<file path="config.mk">
export PLATFORM = sky130hd
export DESIGN_NAME = pcd_ctrl
export DESIGN_NICKNAME = d
export VERILOG_FILES = /design/src/rtl/prefix_code_decoder_defines.svh /design/src/rtl/pcd_pkg.sv /design/src/rtl/pcd_ctrl.sv
export SDC_FILE = /design/constraint.sdc
export NUM_CORES = 1
export LEC_CHECK = 0
export BUFFER_PORTS_ARGS = -buffer_cell sky130_fd_sc_hd__buf_2
export CAP_MARGIN = 30
export CORE_AREA = 4 4 41 43
export CTS_CLUSTER_SIZE = 28
export DETAILED_ROUTE_END_ITERATION = 7
export DIE_AREA = 0 0 45 47
export HOLD_SLACK_MARGIN = 0.02
export PLACE_DENSITY = 0.45
export SETUP_SLACK_MARGIN = 0.5
export SLEW_MARGIN = 30
export SYNTH_ARGS = -nofsm -noshare
export SYNTH_HDL_FRONTEND = slang
export SYNTH_SLANG_ARGS = --single-unit
</file>
<file path="constraint.sdc">
create_clock -name clk_i -period 1.2 [get_ports clk_i]
set_clock_uncertainty 0.2 [all_clocks]
set_input_delay 0.06 -clock clk_i [delete_from_list [all_inputs] [get_ports clk_i]]
set_output_delay 0.06 -clock clk_i [all_outputs]
set_load 0.02 [all_outputs]
</file>
<file path="src/rtl/prefix_code_decoder_defines.svh">
// assertion helpers for the prefix code decoder
`ifndef PREFIX_CODE_DECODER_DEFINES_SVH
`define PREFIX_CODE_DECODER_DEFINES_SVH

`ifndef SYNTHESIS
`define PCD_ASSERT(lbl, prop, msg) \
  lbl: assert property (@(posedge clk_i) disable iff (!rst_ni) (prop)) else $error(msg);
`define PCD_ASSERT_NEVER(lbl, cond, msg) \
  lbl: assert property (@(posedge clk_i) disable iff (!rst_ni) !(cond)) else $error(msg);
`else
`define PCD_ASSERT(lbl, prop, msg)
`define PCD_ASSERT_NEVER(lbl, cond, msg)
`endif

`endif

</file>
<file path="src/rtl/pcd_pkg.sv">
`timescale 1ns / 1ps
`default_nettype none
package pcd_pkg;

  localparam int TABLE_ENTRIES = 256;
  localparam int ADDR_W        = $clog2(TABLE_ENTRIES);
  localparam int MAX_CODE_LEN  = 16;
  localparam int LEN_W         = $clog2(MAX_CODE_LEN + 1);
  localparam int BYTE_TOP_BIT  = 7;
  localparam int CODE_W        = 16;
  localparam int CLEN_W        = 5;
  localparam int SYM_W         = 21;
  localparam int CMP_W         = 32;
  localparam int ENTRY_W       = CODE_W + CLEN_W + SYM_W;

  typedef enum logic [1:0] {
    MODE_LOAD   = 2'd0,
    MODE_DATA   = 2'd1,
    MODE_FINAL  = 2'd2,
    MODE_UNUSED = 2'd3
  } mode_e;

  typedef struct packed {
    logic [1:0]        mode;
    logic [7:0]        entry_index;
    logic [CODE_W-1:0] code_bits;
    logic [CLEN_W-1:0] code_length;
    logic [SYM_W-1:0]  code_symbol;
    logic [7:0]        data_byte;
  } in_beat_t;

  typedef struct packed {
    logic [SYM_W-1:0] symbol;
    logic             last_of_run;
    logic             overflow_error;
  } out_beat_t;

  typedef struct packed {
    logic write_entry;
    logic load_byte;
    logic shift_bit;
    logic scan_run;
    logic take_result;
    logic push_last;
    logic end_item;
  } ctrl_cmd_t;

  typedef struct packed {
    logic bits_left_zero;
    logic scan_done;
    logic hit;
    logic overflow;
    logic pend_valid;
    logic out_free;
  } dp_stat_t;

endpackage
`default_nettype wire

</file>
<file path="src/rtl/pcd_ctrl.sv">
`timescale 1ns / 1ps
`default_nettype none
module pcd_ctrl import pcd_pkg::*; (
  input  wire logic       clk_i,
  input  wire logic       rst_ni,
  input  wire logic       in_valid_i,
  input  wire logic [1:0] in_mode_i,
  input  wire dp_stat_t   stat_i,
  output ctrl_cmd_t       cmd_o,
  output logic            in_stall_o
);

  typedef enum logic [2:0] {
    ST_IDLE,
    ST_NEXT,
    ST_SCAN,
    ST_RESULT,
    ST_FLUSH
  } state_e;

  state_e state_q, state_d;

  always_comb begin
    state_d = state_q;
    cmd_o   = '0;
    case (state_q)
      ST_IDLE: begin
        if (in_valid_i) begin
          case (in_mode_i)
            MODE_LOAD: cmd_o.write_entry = 1'b1;
            MODE_DATA, MODE_FINAL: begin
              cmd_o.load_byte = 1'b1;
              state_d = ST_NEXT;
            end
            default: ;
          endcase
        end
      end
      ST_NEXT: begin
        if (stat_i.bits_left_zero) begin
          state_d = ST_FLUSH;
        end else begin
          cmd_o.shift_bit = 1'b1;
          state_d = ST_SCAN;
        end
      end
      ST_SCAN: begin
        cmd_o.scan_run = 1'b1;
        if (stat_i.hit) begin
          state_d = ST_RESULT;
        end else if (stat_i.scan_done) begin
          state_d = stat_i.overflow ? ST_RESULT : ST_NEXT;
        end
      end
      ST_RESULT: begin
        if (!stat_i.pend_valid || stat_i.out_free) begin
          cmd_o.take_result = 1'b1;
          state_d = ST_NEXT;
        end
      end
      ST_FLUSH: begin
        if (!stat_i.pend_valid) begin
          cmd_o.end_item = 1'b1;
          state_d = ST_IDLE;
        end else if (stat_i.out_free) begin
          cmd_o.push_last = 1'b1;
          cmd_o.end_item  = 1'b1;
          state_d = ST_IDLE;
        end
      end
      default: state_d = ST_IDLE;
    endcase
  end

  always_ff @(posedge clk_i or negedge rst_ni) begin
    if (!rst_ni) begin
      state_q <= ST_IDLE;
    end else begin
      state_q <= state_d;
    end
  end

  assign in_stall_o = (state_q != ST_IDLE);

endmodule
`default_nettype wire

</file>
==> results.md <==
- Reg2reg start: state_q[0]
- DIE WIDTH: 45 um
- YS warnings: 0
- Max reg flops: 3
- Worst-path cell chain: or3_4 > nor2_4 > buf_6
- CTS Buffer Depth: 2
- Antenna Nets Post-Route: 0
- I/O pin count: 19
- Clk sinks: 3
- First-pass GRT wire length: 1345 um
- Net switching power figure: 0.5647 mW
- ANT cells: 0
- Worst R2R Path Depth: 4
- TritonCTS clock tree: yes
- RSZ-0062 raised after global routing: true
- Failing checks: negative hold slack, negative setup slack
- Vias: 350
- Storage element area: 75.07 um2
- Critical path's largest stage delay: 0.42 ns
- Simple-Gate Fraction of Synth Area: 48.83%
- #FFs+latches synth: 3
- Count of final hold-check violations: 5
- Most frequent cells in the layout: buf_2, buf_6, buf_4
- GPL Wtd Cong: 0.7219
- Post-DP HPWL: 623.5 um
- Sequential area share after synthesis: 28.17%
- Clock power frac: 13.6%
- # DRC: 0
- Layout Nets: 76
- Largest registers: state_q: 3 flops
- Area growth syn-to-layout: 133.3%
- TritonCTS buffer count: 3
- DP Area: 442.9 um2
- Required @ worst endpoint: 0.94 ns
- Initial core utilization: 20.48%
- DR WL/cell: 11.58 um
- Pwr Density: 2163 nW/um2
- Vias per inst: 4.487
- Drt first-iter violations: 1
- Crit. End Element: output pin
- Slew HR: 83.66%
- Pint: 0.7801 mW
- Clock root cell: clkbuf_4
- Gr usage total: 9.249%
- Hold Slack: -0.05626 ns
- Core area: 1301 um2
- Commonest non-fill, non-tap cell in the layout: buf_2
- CP arrival: 1.26 ns
- Mean Syn Cell Area: 8.328 um2
- Worst slew pin tran: 0.2440 ns
- Hold Crit Class: in -> reg
- Grt ovf: 0
- Top reg by flops: state_q
- Cell family with most CP delay: simple AND/OR/NAND/NOR gates
- Syn Std Cell Area: 266.5 um2
- Min-Delay Path Depth: 3
- R2r setup slk: -0.13 ns
- Die height: 47 um
- Area of the multi-input gates: 272.8 um2
- Largest family of logic cells by synthesized area: simple AND/OR/NAND/NOR gates
- Peak VDD IR: 1067 uV
- Crit path kind: reg -> out
- Final Cell Area: 621.8 um2
- Maximum clock rate: 656.0 MHz
- Sw frac: 41.99%
- Final setup TNS: -2.440 ns
- Mux share of post-synthesis cell area: 0%
- Final WS setup: -0.3243 ns
- Final Cycle Share: 127.0%
- H-tree Lvls: 1
- Gate Count Post-Synth: 32
- XOR/XNOR Fraction of Synth Area: 0%
- Rows: 13
- Worst Setup Start Kind: flop
- Max-Cap Viols: 0
- Worst Path Buf+Inv: 1
- Max-slew violation count: 0
- Seq pwr share: 13.6%
- Wirelength, routed: 903 um
- RR Endpoint: state_q[1]
- Vias in the first global route: 340
- Worst-path clk slew: 0.04 ns
- Mapped Nets: 44
- Status: finished with violations
- Count of cell types in the netlist: 20
- Clk Latency, worst-skew pair: 0.24 ns
- HP Start: stat_i[5]
- Comb pwr share: 72.8%
- Layout cells sized above 1: 76.19%
- Hold buffers post-CTS: 1
- Fill count: 143
- Leakage power: 0.2959 nW
- Finish-stage setup viols: 11
- Die footprint: 2115 um2
- Pre-Repair DR Iteration Count: 2
- Adder-cell share of the synthesized area: 4.695%
- Worst Hold Path EP: state_q[2]
- Compound-Gate Fraction of Synth Area: 9.859%
- Largest net degree at the start of global routing: 9
- Antenna violations before repair: 0
- Port bufs: 18
- Fin crit period: 1.524 ns
- Crit Path Max Fanout: 3
- Worst path slowest cell: or3_4
==> cell usage after synthesis <==
library cell,number,area [um2]
or3b_1,1,8.760
nand2_1,3,11.26
and4_2,1,10.01
inv_1,3,11.26
nand2b_1,1,6.260
ha_1,1,12.51
nor4b_1,2,17.52
nand3_1,1,5.000
nand3b_1,1,7.510
or3_4,1,11.26
nand2b_4,1,13.76
nor4_1,1,6.260
dfrtp_1,3,75.07
and3_1,1,6.260
and3_2,1,7.510
a21oi_2,1,8.760
nor2_1,5,18.77
o31ai_1,1,7.510
a21oi_1,2,10.01
buf_6,1,11.26
==> worst min-delay path, cell delays in order <==
cell and delay, ns:
buf_2 0.13, nand3b_1 0.10, a21oi_2 0.05
==> power groups by stage <==
stage	Clock [mW]	Sequential, mW	Combinational, mW
after floorplan	0	0.194	0.389
after global placement	0	0.175	0.647
after detailed placement	0	0.175	0.646
after CTS	0.185	0.174	0.805
after global routing	0.194	0.188	1.05
final	0.183	0.183	0.978
==> layer usage <==
metal  up-vias  wire length [um]  global-route usage, %
met5         -                 0                      0
met4         0                11                  8.772
met3         2                67                  3.448
met2        17               521                  13.84
met1       156               302                  10.02
li1        175                 -                      -
==> kinds of logic (layout without fill, tap and decap cells) <==
kind of cell / after synthesis / after routing
DFF: 3 / 3
adders and majority gates: 1 / 1
AOI/OAI and AO/OA: 4 / 4
buffers and inverters: 4 / 35
and+or+nand+nor: 20 / 20
==> how the worst max path moves through the flow <==
stage / start / slack, ns / depth (start not counted) / endpoint
detailed placement: state_q[0] / -0.14 / 3 / state_q[1]
finish: state_q[0] / -0.32 / 3 / cmd_o[5]
CTS: state_q[0] / -0.33 / 3 / cmd_o[5]
floorplan: state_q[0] / -0.14 / 3 / cmd_o[5]
global route: state_q[2] / -0.36 / 3 / cmd_o[6]
global placement: state_q[0] / -0.16 / 3 / state_q[1]
==> layout make-up <==
class                      instances  share of cell area (%)
sequential                         3                   12.07
tap                               15                   3.018
timing repair buffer              28                   35.01
clock buffer                       4                   4.225
inverter                           3                   1.811
multi-input combinational         25                   43.86
==> per-stage QoR <==
stage	setup slack, ns	util [%]	instances	power [mW]	hold WS [ns]
5_1_grt	-0.3561	47.79	78	1.431	-0.05505
4_1_cts	-0.3291	42.60	76	1.163	-0.07223
3_5_place_dp	-0.1429	34.04	70	0.8209	-0.3387
6_report	-0.3243	47.79	78	1.345	-0.05626
3_3_place_gp	-0.1630	34.04	70	0.8213	-0.3430
2_1_floorplan	-0.1389	-	32	0.5832	-0.4356
==> repair_timing <==
| action | CTS | global route |
|---|---|---|
| resized for setup | 16 | 12 |
| setup endpoints to repair | 11 | 11 |
| pin swaps | 5 | 3 |
| endpoints found under the hold margin | 6 | 5 |
| setup buffers | 1 | 2 |
No activity file was read; power rests on OpenSTA's default activity.
